File: config.mk
export PLATFORM = sky130hd
export DESIGN_NAME = frame_counter_digit_overlay
export DESIGN_NICKNAME = d
export VERILOG_FILES = /design/src/design/fcdo_pkg.sv /design/src/design/fcdo_raster_pos.sv /design/src/design/fcdo_bcd_counter.sv /design/src/design/fcdo_glyph_render.sv /design/src/design/frame_counter_digit_overlay.sv
export SDC_FILE = /design/constraint.sdc
export NUM_CORES = 1
export LEC_CHECK = 0
export ABC_AREA = 1
export BUFFER_PORTS_ARGS = -buffer_cell sky130_fd_sc_hd__buf_2
export CELL_PAD_IN_SITES_DETAIL_PLACEMENT = 2
export CELL_PAD_IN_SITES_GLOBAL_PLACEMENT = 2
export CORE_ASPECT_RATIO = 2
export CORE_MARGIN = 3
export CORE_UTILIZATION = 30
export CTS_BUF_LIST = sky130_fd_sc_hd__clkbuf_4 sky130_fd_sc_hd__clkbuf_8 sky130_fd_sc_hd__clkbuf_16
export CTS_CLUSTER_SIZE = 25
export DETAILED_ROUTE_END_ITERATION = 12
export PLACE_DENSITY = 0.8
export RECOVER_POWER = 100
export SKIP_LAST_GASP = 1
export SYNTH_ARGS = -nofsm -noshare
export SYNTH_HDL_FRONTEND = slang
export SYNTH_SLANG_ARGS = --single-unit
File: constraint.sdc
create_clock -name clk -period 4.79 [get_ports clk]
set_input_delay 0.958 -clock clk [delete_from_list [all_inputs] [get_ports clk]]
set_output_delay 0.958 -clock clk [all_outputs]
set_load 0.02 [all_outputs]
File: src/design/fcdo_pkg.sv
// Shared types, constants and font table for the frame counter digit overlay.
package fcdo_pkg;

  localparam int COL_W      = 12;
  localparam int LW_W       = 13;
  localparam int PIX_W      = 8;
  localparam int DIGIT_W    = 4;
  localparam int GLYPH_W    = 4;
  localparam int GLYPH_H    = 5;
  localparam int CELL_W     = GLYPH_W + 1;
  localparam int ROW_IDX_W  = 3;
  localparam int GX_W       = 3;
  localparam int CFG_IDX_W  = 2;
  localparam int CFG_DATA_W = 13;

  localparam logic [PIX_W-1:0]   PIX_ON    = 8'hFF;
  localparam logic [PIX_W-1:0]   PIX_OFF   = 8'h00;
  localparam logic [DIGIT_W-1:0] DIGIT_MAX = 4'd9;

  localparam logic [CFG_IDX_W-1:0] REG_LINE_WIDTH = 2'd0;
  localparam logic [CFG_IDX_W-1:0] REG_ORIGIN_COL = 2'd1;
  localparam logic [CFG_IDX_W-1:0] REG_ORIGIN_ROW = 2'd2;

  localparam logic [LW_W-1:0]  LINE_WIDTH_RST = 13'd320;
  localparam logic [COL_W-1:0] ORIGIN_COL_RST = 12'd10;
  localparam logic [COL_W-1:0] ORIGIN_ROW_RST = 12'd10;

  typedef struct packed {
    logic [LW_W-1:0]  line_width;
    logic [COL_W-1:0] origin_col;
    logic [COL_W-1:0] origin_row;
  } cfg_t;

  typedef struct packed {
    logic [COL_W-1:0] col;
    logic [COL_W-1:0] row;
  } pos_t;

  // Bit 3 of each row is the leftmost glyph column.
  localparam logic [GLYPH_H-1:0][GLYPH_W-1:0] FONT [10] = '{
    '{4'h6, 4'h9, 4'h9, 4'h9, 4'h6},
    '{4'h2, 4'h6, 4'h2, 4'h2, 4'h2},
    '{4'h6, 4'h9, 4'h2, 4'h4, 4'hF},
    '{4'h6, 4'h9, 4'h2, 4'h9, 4'h6},
    '{4'h8, 4'h9, 4'hF, 4'h1, 4'h1},
    '{4'hF, 4'h8, 4'h6, 4'h1, 4'hE},
    '{4'h7, 4'h8, 4'hE, 4'h9, 4'h6},
    '{4'hF, 4'h1, 4'h2, 4'h4, 4'h8},
    '{4'h6, 4'h9, 4'h6, 4'h9, 4'h6},
    '{4'h6, 4'h9, 4'h7, 4'h1, 4'hE}
  };

  function automatic logic [GLYPH_W-1:0] font_row(input logic [DIGIT_W-1:0] digit,
                                                  input logic [ROW_IDX_W-1:0] row);
    logic [DIGIT_W-1:0] d;
    logic [GLYPH_H-1:0][GLYPH_W-1:0] glyph;
    d = (digit > DIGIT_MAX) ? DIGIT_MAX : digit;
    glyph = FONT[d];
    // Packed array literal puts the first (top) row at the highest index.
    return glyph[3'(GLYPH_H - 1) - row];
  endfunction

endpackage

File: src/design/fcdo_raster_pos.sv
// Column and row counters tracking the raster position of the next pixel.
module fcdo_raster_pos (
  input  logic                        clk,
  input  logic                        rst,
  input  logic                        step,
  input  logic                        frame_end,
  input  logic [fcdo_pkg::LW_W-1:0]   line_width,
  output fcdo_pkg::pos_t              pos
);

  logic [fcdo_pkg::LW_W-1:0] col_inc;
  logic                      line_end;

  assign col_inc  = {1'b0, pos.col} + fcdo_pkg::LW_W'(1);
  assign line_end = (col_inc >= line_width) || (&pos.col);

  always_ff @(posedge clk) begin
    if (rst) begin
      pos <= '0;
    end else if (step) begin
      if (frame_end) begin
        pos <= '0;
      end else if (line_end) begin
        pos.col <= '0;
        pos.row <= pos.row + fcdo_pkg::COL_W'(1);
      end else begin
        pos.col <= col_inc[fcdo_pkg::COL_W-1:0];
      end
    end
  end

endmodule

File: src/design/fcdo_bcd_counter.sv
// Decimal frame counter, one BCD digit per position, wraps past all nines.
module fcdo_bcd_counter #(
  parameter int NUM_DIGITS = 9
) (
  input  logic                                        clk,
  input  logic                                        rst,
  input  logic                                        inc,
  output logic [NUM_DIGITS-1:0][fcdo_pkg::DIGIT_W-1:0] digits
);

  logic [NUM_DIGITS-1:0][fcdo_pkg::DIGIT_W-1:0] digits_next;

  always_comb begin
    logic carry;
    carry = 1'b1;
    for (int i = 0; i < NUM_DIGITS; i++) begin
      digits_next[i] = digits[i];
      if (carry) begin
        if (digits[i] >= fcdo_pkg::DIGIT_MAX) begin
          digits_next[i] = '0;
        end else begin
          digits_next[i] = digits[i] + fcdo_pkg::DIGIT_W'(1);
          carry = 1'b0;
        end
      end
    end
  end

  always_ff @(posedge clk) begin
    if (rst) begin
      digits <= '0;
    end else if (inc) begin
      digits <= digits_next;
    end
  end

endmodule

File: src/design/fcdo_glyph_render.sv
// Decides whether the current pixel lies in a glyph and picks the font pixel.
module fcdo_glyph_render #(
  parameter int NUM_DIGITS = 9
) (
  input  fcdo_pkg::pos_t                               pos,
  input  fcdo_pkg::cfg_t                               cfg,
  input  logic [NUM_DIGITS-1:0][fcdo_pkg::DIGIT_W-1:0] digits,
  input  logic [fcdo_pkg::PIX_W-1:0]                   pixel,
  output logic [fcdo_pkg::PIX_W-1:0]                   pixel_mix
);

  localparam int SPAN       = NUM_DIGITS * fcdo_pkg::CELL_W;
  localparam int DC_W       = $clog2(SPAN);
  localparam int CELL_IDX_W = $clog2(NUM_DIGITS + 1);

  logic [fcdo_pkg::COL_W-1:0]   dr;
  logic [fcdo_pkg::COL_W-1:0]   dc;
  logic [DC_W-1:0]              dc_s;
  logic [CELL_IDX_W-1:0]        cell_idx;
  logic [fcdo_pkg::GX_W-1:0]    cx;
  logic [fcdo_pkg::DIGIT_W-1:0] digit;
  logic [fcdo_pkg::GLYPH_W-1:0] bits;
  logic                         in_box;
  logic                         hit;

  assign dr     = pos.row - cfg.origin_row;
  assign dc     = pos.col - cfg.origin_col;
  assign in_box = (pos.row >= cfg.origin_row) && (pos.col >= cfg.origin_col) &&
                  (dr < fcdo_pkg::COL_W'(fcdo_pkg::GLYPH_H)) &&
                  (dc < fcdo_pkg::COL_W'(SPAN));
  assign dc_s   = dc[DC_W-1:0];

  // Cell index and offset within the cell by comparing against cell starts.
  always_comb begin
    cell_idx = '0;
    cx       = fcdo_pkg::GX_W'(dc_s);
    for (int i = 1; i < NUM_DIGITS; i++) begin
      if (dc_s >= DC_W'(i * fcdo_pkg::CELL_W)) begin
        cell_idx = CELL_IDX_W'(i);
        cx       = fcdo_pkg::GX_W'(dc_s - DC_W'(i * fcdo_pkg::CELL_W));
      end
    end
  end

  assign hit    = in_box && (cx < fcdo_pkg::GX_W'(fcdo_pkg::GLYPH_W));

  // Leftmost cell shows the most significant digit.
  always_comb begin
    digit = '0;
    for (int i = 0; i < NUM_DIGITS; i++) begin
      if (cell_idx == CELL_IDX_W'(NUM_DIGITS - 1 - i)) begin
        digit = digits[i];
      end
    end
  end

  assign bits = fcdo_pkg::font_row(digit, dr[fcdo_pkg::ROW_IDX_W-1:0]);

  always_comb begin
    if (!hit) begin
      pixel_mix = pixel;
    end else if (bits[2'(fcdo_pkg::GX_W'(fcdo_pkg::GLYPH_W - 1) - cx)]) begin
      pixel_mix = fcdo_pkg::PIX_ON;
    end else begin
      pixel_mix = fcdo_pkg::PIX_OFF;
    end
  end

endmodule

File: src/design/frame_counter_digit_overlay.sv
// Top level of the frame counter digit overlay.
//
// Stamps the frame number as NUM_DIGITS decimal digits (4x5 font, 5-pixel
// cells, most significant digit leftmost) into an 8-bit raster stream.
// Input channel: in_valid / in_stall with pixel_in and end_of_frame; a
// request is taken when in_valid is high and in_stall is low.
// Output channel: out_valid / out_stall with pixel_out and frame_last.
// A request's result is registered into the output register on the
// following clock edge. While the receiver does not stall, one pixel per
// clock is sustained; the output register is the only storage between the
// two sides. When the receiver stalls, the output register holds and
// in_stall rises, so no request is taken until the held result is delivered.
// Config: cfg_write, cfg_index, cfg_data; index 0 line_width, 1 origin_col,
// 2 origin_row; other indexes are ignored. Write only while idle.
// Reset (rst, synchronous) empties the output register, clears position
// and frame count, and loads line_width 320, origin_col 10, origin_row 10.
module frame_counter_digit_overlay #(
  parameter int NUM_DIGITS = 9
) (
  input  logic                            clk,
  input  logic                            rst,
  input  logic                            in_valid,
  output logic                            in_stall,
  input  logic [7:0]                      pixel_in,
  input  logic                            end_of_frame,
  output logic                            out_valid,
  input  logic                            out_stall,
  output logic [7:0]                      pixel_out,
  output logic                            frame_last,
  input  logic                            cfg_write,
  input  logic [fcdo_pkg::CFG_IDX_W-1:0]  cfg_index,
  input  logic [fcdo_pkg::CFG_DATA_W-1:0] cfg_data
);

  fcdo_pkg::cfg_t                               cfg;
  fcdo_pkg::pos_t                               pos;
  logic [NUM_DIGITS-1:0][fcdo_pkg::DIGIT_W-1:0] digits;
  logic [fcdo_pkg::PIX_W-1:0]                   pixel_mix;
  logic                                         take;

  assign in_stall = out_valid && out_stall;
  assign take     = in_valid && !in_stall;

  always_ff @(posedge clk) begin
    if (rst) begin
      cfg.line_width <= fcdo_pkg::LINE_WIDTH_RST;
      cfg.origin_col <= fcdo_pkg::ORIGIN_COL_RST;
      cfg.origin_row <= fcdo_pkg::ORIGIN_ROW_RST;
    end else if (cfg_write) begin
      unique case (cfg_index)
        fcdo_pkg::REG_LINE_WIDTH: cfg.line_width <= cfg_data;
        fcdo_pkg::REG_ORIGIN_COL: cfg.origin_col <= cfg_data[fcdo_pkg::COL_W-1:0];
        fcdo_pkg::REG_ORIGIN_ROW: cfg.origin_row <= cfg_data[fcdo_pkg::COL_W-1:0];
        default: ;
      endcase
    end
  end

  fcdo_raster_pos u_pos (
    .clk        (clk),
    .rst        (rst),
    .step       (take),
    .frame_end  (end_of_frame),
    .line_width (cfg.line_width),
    .pos        (pos)
  );

  fcdo_bcd_counter #(
    .NUM_DIGITS (NUM_DIGITS)
  ) u_count (
    .clk    (clk),
    .rst    (rst),
    .inc    (take && end_of_frame),
    .digits (digits)
  );

  fcdo_glyph_render #(
    .NUM_DIGITS (NUM_DIGITS)
  ) u_render (
    .pos       (pos),
    .cfg       (cfg),
    .digits    (digits),
    .pixel     (pixel_in),
    .pixel_mix (pixel_mix)
  );

  always_ff @(posedge clk) begin
    if (rst) begin
      out_valid <= 1'b0;
    end else if (take) begin
      out_valid <= 1'b1;
    end else if (!out_stall) begin
      out_valid <= 1'b0;
    end
  end

  always_ff @(posedge clk) begin
    if (take) begin
      pixel_out  <= pixel_mix;
      frame_last <= end_of_frame;
    end
  end

endmodule

==> impl_metrics.tcl, run 1 <==
set metrics [dict create \
    outcome "complete, but fails checks" \
    violations "max-capacitance violations, max-slew violations, negative setup slack" \
    postPlaceCellArea_um2 8340 \
    syn_area_um2 7620 \
    final_common_cell "nand2_1" \
    grt_start_max_net_pins 40 \
    synth-simple-area-share_pct 27.0 \
    clk_path_buf_depth 2 \
    rsz0062_at_grt "true" \
    num_io_pins 40 \
    synthDistinctLibCells 53 \
    crit_path_max_fanout 8 \
    grt_pass1_vias 9056 \
    gp_congestion 0.877 \
    maxCapViolCount 2 \
    antenna_found_initial 0 \
    max_stage_delay_ns 0.47 \
    slew_headroom_pct -6.55 \
    grt_first_pass_wirelength_mm 47.9 \
    end_kind "register" \
    drc_errors 0 \
    synth_area_leader_cell "dfxtp_1" \
    routedWlPerCell_um 20.6 \
    power_leakage_nw 4.02 \
    critPathKind "register to register" \
    rows 81 \
    placed_cells 1471 \
    wl_met3_um 544 \
    fin_crit_ns 5.17 \
    fin_nets 1295 \
    setup_ws_ns -0.384 \
    synthCells 1093 \
    first_iter_violations 244 \
    synthMuxAreaShare_pct 0 \
    dieHeight_um 231 \
    fin_area_um2 9110 \
    p_per_area_nw_per_um2 257 \
    postSynth.asyncResetShare_pct 0 \
    ys_top_cells_by_area "dfxtp_1, ha_1, nand2_1, inv_1, a21oi_1" \
    root_buffer "clkbuf_16" \
    synth_top_area_share_pct 25.7 \
    start_util_pct 30.8 \
    critPathArrivalTime_ns 5.32 \
    dr.pass1.iters 4 \
    crit_top_cell "nand2_1" \
    syn_nets 1202 \
    vias_per_cell 5.21 \
    tightest_slew_ns 1.60 \
    max_freq_mhz 193 \
    globalRouteOverflowTotal 0 \
    synth_xor_area_share_pct 3.22 \
    hold_class "register to register" \
    areaGrowthSynthToFinish_pct 19.5 \
    hold_violations 0 \
    critPathRequiredTime_ns 4.94 \
    fin_skew_ns 0.00895 \
    h-tree-depth 3 \
    post-route-period-util_pct 108 \
    tns_ns -2.98 \
    cts.clk_slew.worst_paths_ns 0.08 \
    coreArea_um2 24700 \
    dpl.hpwl_mm 22.4 \
    synthAdderAreaFrac_pct 13.3 \
    cts_inserted_buffers 9 \
    layout.cells.non_filler 1523 \
    die_w_um 119 \
    wirelength_mm 31.4 \
    num_vias 7936 \
    crit_slowest_cell "fa_2" \
    die_area_um2 27500 \
    ant_nets 0 \
    maxSlewViolCount 62 \
    startpoint_type "register" \
    cts_tree "built" \
    dr.max_layer_used "met4" \
    synth_top_family_by_area "simple AND/OR/NAND/NOR gates" \
    antenna_cells 0 \
    ys.warnings.count 0 \
    total_power_mw 2.34 \
    wl_met1_mm 10.3 \
    clk_latency_ns 0.39 \
    final-setup-viol-count 8 \
    synth-compound-area-share_pct 16.7 \
    layout-drive-gt1-share_pct 17.2 \
    ir_worst_vdd_v 0.000275 \
    io_buffers 39 \
    grt_util_all_layers_pct 22.2 \
    ys_seq_elements 107 \
    layout_common_cells "nand2_1, inv_1, a21oi_1, dfxtp_1, nor2_1" \
    holdWs_ns 0.470 \
    synth-main-ff-cell "dfxtp_1" \
    met2WireLength_mm 18.6 \
    ys_seq_area_share_pct 29.3 \
    avgSynthCellArea_um2 6.98 \
    clkSinkCount 107 \
    synth-edff-count 9 \
]
-- worst paths after layout --
check / startpoint / to / slack, ns / cells past startpoint
setup / recovery: u_pos.pos[12] / pixel_out[6] / -0.38 / 33
hold reg to reg: cfg[36] / cfg[36] / 0.47 / 2
hold / removal: cfg[36] / cfg[36] / 0.47 / 2
setup reg to reg: u_pos.pos[12] / pixel_out[6] / -0.38 / 33
-- per-stage QoR --
step | utilization, % | setup WS, ns
3_5_place_dp | 33.7 | -0.144
5_1_grt | 36.8 | -0.632
4_1_cts | 36.0 | 0.00121
6_report | 36.8 | -0.384
2_1_floorplan | - | 0.0249
3_3_place_gp | 33.7 | 0.0783
-- area by class of cell --
| class | instances | area, um2 |
|---|---|---|
| clock buffer | 12 | 278 |
| clock inverter | 4 | 30.0 |
| fill | 3034 | 15600 |
| inverter | 190 | 727 |
| multi-input combinational | 778 | 4770 |
| sequential | 107 | 2230 |
| tap | 332 | 415 |
| timing repair buffer | 100 | 649 |
-- routing by layer --
layer | up-vias | track usage (%)
li1 | 3755 | -
met5 | - | 0
met2 | 127 | 45.8
met4 | 0 | 14.3
met1 | 3967 | 19.1
met3 | 87 | 3.17
-- synthesized netlist by cell type, drive strengths merged, types with 9 or more instances --
cell	count
a21oi	109
clkbuf	13
edfxtp	9
inv	188
o211ai	10
nor3	16
o21ai	68
nor2	95
nand2	242
a31oi	9
nand3	47
ha	78
xor2	21
nand4	28
dfxtp	98
-- worst max-delay path, delay by kind of cell, from the launching register on --
kind,cells,cell delay [ns]
fa+ha+maj,4,1.05
simple gates,19,2.03
buf+inv,8,0.97
compound gates,2,0.54
flops,1,0.35
-- power breakdown --
group / total (mW) / switching [mW] / internal [mW]
clock: 0.816 / 0.400 / 0.416
sequential: 0.937 / 0.0109 / 0.926
combinational: 0.584 / 0.387 / 0.197
total: 2.34 / 0.798 / 1.54
-- logic make-up after synthesis --
family / count (synthesis)
flops: 107
xor+xnor: 28
fa+ha+maj: 80
buf+inv: 208
compound gates: 224
simple gates: 446
-- sequential cells by signal, summed over array words and instances (netlist names) --
register and flops:
pixel_out 8, u_pos.pos 24, u_count.digits 36, out_valid 1
cfg 37, frame_last 1
-- what timing repair did --
item,in CTS,in global routing
setup buffers,24,12
gates cloned,0,0
hold buffers,0,0
resized for setup,21,46
pin swaps,21,36
setup endpoints to repair,8,9
No activity file was read; power rests on OpenSTA's default activity.
==> run 2: changes to the inputs <==
--- a/config.mk
+++ b/config.mk
@@ -9,7 +9,6 @@
 export BUFFER_PORTS_ARGS = -buffer_cell sky130_fd_sc_hd__buf_2
 export CELL_PAD_IN_SITES_DETAIL_PLACEMENT = 2
 export CELL_PAD_IN_SITES_GLOBAL_PLACEMENT = 2
-export CORE_ASPECT_RATIO = 2
 export CORE_MARGIN = 3
 export CORE_UTILIZATION = 30
 export CTS_BUF_LIST = sky130_fd_sc_hd__clkbuf_4 sky130_fd_sc_hd__clkbuf_8 sky130_fd_sc_hd__clkbuf_16
@@ -20,4 +19,5 @@
 export SKIP_LAST_GASP = 1
 export SYNTH_ARGS = -nofsm -noshare
 export SYNTH_HDL_FRONTEND = slang
+export SYNTH_HIERARCHICAL = 1
 export SYNTH_SLANG_ARGS = --single-unit
==> impl_metrics.tcl, run 2 <==
set metrics [dict create \
    largestRegisters "cfg (37), u_count/digits (36), u_pos/pos (24)" \
    num_io_pins 40 \
    largest_reg_flops 37 \
    ys.warnings.count 6 \
    syn_area_um2 8520 \
    clk_latency_ns 0.37 \
    routedWlPerCell_um 18.0 \
    maxSlewViolCount 33 \
    avgSynthCellArea_um2 6.72 \
    antenna_found_initial 0 \
    violations "max-capacitance violations, max-slew violations, negative setup slack" \
    cts.clk_slew.worst_paths_ns 0.08 \
    rows 61 \
    ir_worst_vdd_v 0.000161 \
    synthDistinctLibCells 58 \
    coreArea_um2 27900 \
    ys_seq_area_share_pct 26.2 \
    cts_inserted_buffers 9 \
    vias_per_cell 5.02 \
    rsz0062_at_grt "true" \
    grt_pass1_vias 9126 \
    critPathRequiredTime_ns 4.91 \
    globalRouteOverflowTotal 0 \
    fin_crit_ns 5.03 \
    fin_area_um2 9770 \
    dpl.hpwl_mm 21.6 \
    drc_errors 0 \
    outcome "complete, but fails checks" \
    synth_most_common_cell "nand2_1" \
    critPathKind "register to register" \
    root_buffer "clkbuf_16" \
    synth_top_area_share_pct 23.0 \
    areaGrowthSynthToFinish_pct 14.7 \
    setup_ws_ns -0.241 \
    place_ws_ns -0.177 \
    first_iter_violations 330 \
    synthCells 1267 \
    layout-drive-gt1-share_pct 14.4 \
    startpoint_type "register" \
    final_common_cell "nand2_1" \
    final-setup-viol-count 8 \
    tightest_slew_ns 2.06 \
    synth-edff-count 9 \
    top_register "cfg" \
    hold_class "register to register" \
    grt_util_all_layers_pct 18.9 \
    syn_nets 1378 \
    postSynth.asyncResetShare_pct 0 \
    ant_nets 0 \
    num_vias 8577 \
    ys_top_cells_by_area "dfxtp_1, nand2_1, ha_1, inv_1, nor2_1" \
    placed_cells 1673 \
    h-tree-depth 3 \
    synth-main-ff-cell "dfxtp_1" \
    fin_nets 1438 \
    critPathArrivalTime_ns 5.15 \
    crit_slowest_cell "fa_2" \
    crit_path_max_fanout 8 \
    gp_congestion 0.855 \
    max_freq_mhz 199 \
    grt_first_pass_wirelength_mm 47.3 \
    max_stage_delay_ns 0.47 \
    fin_skew_ns 0.0129 \
    clk_path_buf_depth 2 \
    total_power_mw 2.33 \
    io_buffers 39 \
    grt_start_max_net_pins 38 \
    power_leakage_nw 4.52 \
    end_kind "register" \
    dieHeight_um 175 \
    crit_top_cell "nand2_1" \
    p_per_area_nw_per_um2 238 \
    clkSinkCount 107 \
    tns_ns -1.83 \
    ys_seq_elements 107 \
    die_area_um2 30500 \
    postPlaceCellArea_um2 9120 \
    dr.pass1.iters 6 \
    hold_violations 0 \
    layout.cells.non_filler 1710 \
    slew_headroom_pct -37.5 \
    maxCapViolCount 1 \
    synthTopCellsByCount "nand2_1, inv_1, nor2_1" \
    layout_common_cells "nand2_1, inv_1, nor2_1, dfxtp_1, a21oi_1" \
    start_util_pct 30.6 \
    wirelength_mm 30.8 \
    synth_area_leader_cell "dfxtp_1" \
    die_w_um 175 \
    cts_tree "built" \
    fillers 3368 \
    post-route-period-util_pct 105 \
    antenna_cells 0 \
]
run 2: stage by stage:
stage | hold slack, ns | utilization [%]
finish | 0.483 | 35.1
global placement | 0.447 | 32.8
global route | 0.517 | 35.1
floorplan | 0.429 | -
CTS | 0.484 | 34.3
detailed placement | 0.471 | 32.8
run 2: power by group:
group          switching [mW]  internal (mW)
logic                   0.402          0.197
registers              0.0168          0.928
clock network           0.391          0.394
run 2: cells by family (layout without fill, tap and decap cells):
kind of cell | count (synthesis) | in the layout | synth area share [%]
XOR/XNOR | 37 | 37 | 3.80
AND/OR/NAND/NOR | 655 | 655 | 35.7
flip-flops | 107 | 107 | 26.2
AO/OA/AOI/OAI | 158 | 158 | 10.9
adder cells (fa/ha/maj) | 82 | 82 | 12.2
buffers and inverters | 228 | 293 | 11.2
run 2: final timing paths:
path | from | to | slack [ns] | cells past startpoint
setup / recovery | u_pos/pos[12] | pixel_out[2] | -0.24 | 38
hold / removal | u_count/digits[11] | u_count/digits[11] | 0.48 | 2
setup reg to reg | u_pos/pos[12] | pixel_out[2] | -0.24 | 38
hold reg to reg | u_count/digits[11] | u_count/digits[11] | 0.48 | 2
run 2: final cells by class:
type                            count  area [um2]  share of cell area [%]
Clock buffer                       11         258                    2.64
Clock inverter                      5        32.5                   0.333
Inverter                          198         758                    7.76
Multi-Input combinational cell    932        5520                    56.6
Sequential cell                   107        2230                    22.9
Tap cell                          378         473                    4.84
Timing Repair Buffer               79         487                    4.98
run 2: per-layer routing:
metal | global-route usage [%] | wire (um)
met1 | 24.0 | 14000
met2 | 34.5 | 15800
met3 | 2.58 | 650
met4 | 3.46 | 346
met5 | 0 | 0
run 2: worst max-delay path: cells and delay by family (launching register included):
kind / cells / cell delay, ns
simple gates: 23 / 2.25
buf+inv: 9 / 0.94
fa+ha+maj: 4 / 0.94
flops: 1 / 0.34
compound gates: 2 / 0.29
run 2: what timing repair did:
item                       CTS  global route
hold buffers                 0             0
cloned                       0             0
gates resized for setup     29            45
buffers inserted             7            15
setup endpoints to repair    8             8
pin swaps                   25            46
==> run 3: changes to the inputs <==
--- a/config.mk
+++ b/config.mk
@@ -10,11 +10,11 @@
 export CELL_PAD_IN_SITES_DETAIL_PLACEMENT = 2
 export CELL_PAD_IN_SITES_GLOBAL_PLACEMENT = 2
 export CORE_MARGIN = 3
-export CORE_UTILIZATION = 30
+export CORE_UTILIZATION = 32
 export CTS_BUF_LIST = sky130_fd_sc_hd__clkbuf_4 sky130_fd_sc_hd__clkbuf_8 sky130_fd_sc_hd__clkbuf_16
 export CTS_CLUSTER_SIZE = 25
 export DETAILED_ROUTE_END_ITERATION = 12
-export PLACE_DENSITY = 0.8
+export PLACE_DENSITY_LB_ADDON = 0.08
 export RECOVER_POWER = 100
 export SKIP_LAST_GASP = 1
 export SYNTH_ARGS = -nofsm -noshare
==> impl_metrics.tcl, run 3 (same netlist as run 2, synthesis figures left out) <==
set metrics [dict create \
    outcome "completed" \
    hold_class "register to register" \
    sequentialPowerShare_pct 41.1 \
    routedWlPerCell_um 17.3 \
    grt_pass1_vias 8853 \
    grt_first_pass_wirelength_mm 46.7 \
    dieHeight_um 169 \
    fin_util_pct 37.1 \
    cts.clk_slew.worst_paths_ns 0.08 \
    power_switching_mw 0.779 \
    top_register "cfg" \
    dpl.hpwl_mm 21.9 \
    holdWs_ns 0.479 \
    startpoint_type "register" \
    antenna_found_initial 0 \
    max_freq_mhz 214 \
    root_buffer "clkbuf_16" \
    comb_power_share_pct 24.9 \
    vias_per_cell 5.01 \
    layout_common_cells "nand2_1, inv_1, nor2_1, dfxtp_1, a21oi_1" \
    cts_tree "built" \
    io_buffers 39 \
    drc_errors 0 \
    post-route-period-util_pct 97.5 \
    maxSlewViolCount 0 \
    clockPowerShare_pct 33.9 \
    path_delay_family "simple AND/OR/NAND/NOR gates" \
    critPathArrivalTime_ns 4.78 \
    fin_crit_ns 4.67 \
    power_leakage_nw 4.53 \
    num_io_pins 40 \
    cellInternalPower_mw 1.52 \
    areaGrowthSynthToFinish_pct 14.0 \
    crit_slowest_cell "fa_2" \
    fillers 3181 \
    die_area_um2 28600 \
    maxCapViolCount 0 \
    critPathRequiredTime_ns 4.90 \
    tightest_slew_ns 1.37 \
    clk_path_buf_depth 2 \
    cts_inserted_buffers 9 \
    first_iter_violations 395 \
    wirelength_mm 28.8 \
    layout-drive-gt1-share_pct 14.9 \
    gp_congestion 0.811 \
    netSwitchingFraction_pct 33.9 \
    rows 59 \
    p_per_area_nw_per_um2 237 \
    num_vias 8362 \
    antenna_cells 0 \
    globalRouteOverflowTotal 0 \
    clk_latency_ns 0.36 \
    fin_skew_ns 0.0126 \
    critPathKind "register to register" \
    grt_start_max_net_pins 38 \
    largestRegisters "cfg (37), u_count/digits (36), u_pos/pos (24)" \
    final_common_cell "nand2_1" \
    crit_path_max_fanout 8 \
    die_w_um 169 \
    rsz0062_at_grt "true" \
    clkSinkCount 107 \
    fin_nets 1439 \
    coreArea_um2 26100 \
    grt_util_all_layers_pct 20.0 \
    slew_headroom_pct 8.73 \
    final-setup-viol-count 0 \
    hold_violations 0 \
    max_stage_delay_ns 0.34 \
    dr.pass1.iters 4 \
    end_kind "register" \
    largest_reg_flops 37 \
    ant_nets 0 \
    start_util_pct 32.6 \
    crit_buf_inv 8 \
    h-tree-depth 3 \
    ir_worst_vdd_v 0.000162 \
]
run 3: cell count changes in the layout (fill, tap and decap cells not counted), sizes merged:
cell	change
clkinv	-3
clkinvlp	+3
buf	+2
inv	-1
run 3: power groups by stage:
stage | logic (mW) | registers [mW] | clock network (mW)
6_report | 0.573 | 0.946 | 0.781
5_1_grt | 0.641 | 0.950 | 0.852
4_1_cts | 0.528 | 0.946 | 0.818
3_5_place_dp | 0.506 | 0.966 | 0
3_3_place_gp | 0.498 | 0.965 | 0
2_1_floorplan | 0.343 | 0.968 | 0
run 3: tightest hold or removal path, cell delays in order, from the launching register on:
cell and delay [ns]:
dfxtp_1 0.33, nand2_1 0.06, nand3_1 0.06
run 3: path summary, 6_finish.rpt:
path	depth (start not counted)	start	end	slack, ns
worst min-delay path	2	cfg[1]	cfg[1]	0.48
worst max register to register	35	u_pos/pos[12]	pixel_out[2]	0.12
worst max-delay path	35	u_pos/pos[12]	pixel_out[2]	0.12
worst min register to register	2	cfg[1]	cfg[1]	0.48
run 3: area by class of cell:
cell class | instances | area [um2] | share of cell area, %
clock buffer | 12 | 265 | 2.73
clock inverter | 4 | 31.3 | 0.322
inverter | 198 | 756 | 7.79
multi-input combinational | 932 | 5500 | 56.7
sequential | 107 | 2230 | 23.0
tap | 335 | 419 | 4.32
timing repair buffer | 80 | 498 | 5.13
run 3: stage by stage:
step           power [mW]  worst slack (ns)  TNS (ns)  cell area, um2  instances
6_report             2.30             0.120         0            9710       1668
5_1_grt              2.44            -0.203     -1.59            9710       1668
4_1_cts              2.29            0.0149         0            9500       1656
3_5_place_dp         1.47            -0.165     -1.23            9090       1633
3_3_place_gp         1.46            0.0706         0            9090       1633
2_1_floorplan        1.31            0.0552         0            8520       1267
run 3: timing repair:
item | 4_1_cts | 5_1_grt
setup endpoints to repair | 8 | 8
gates resized for setup | 14 | 59
pin swaps | 11 | 36
hold buffers | 0 | 0
setup buffers | 7 | 12
run 3: metal layers:
metal	wire [um]	GRT usage, %	part of all wire [%]	vias up
met4	204	2.99	0.71	0
li1	-	-	-	4197
met5	0	0	0	-
met1	14800	28.7	51	4091
met3	508	2.07	1.8	13
met2	13300	33.1	46	61
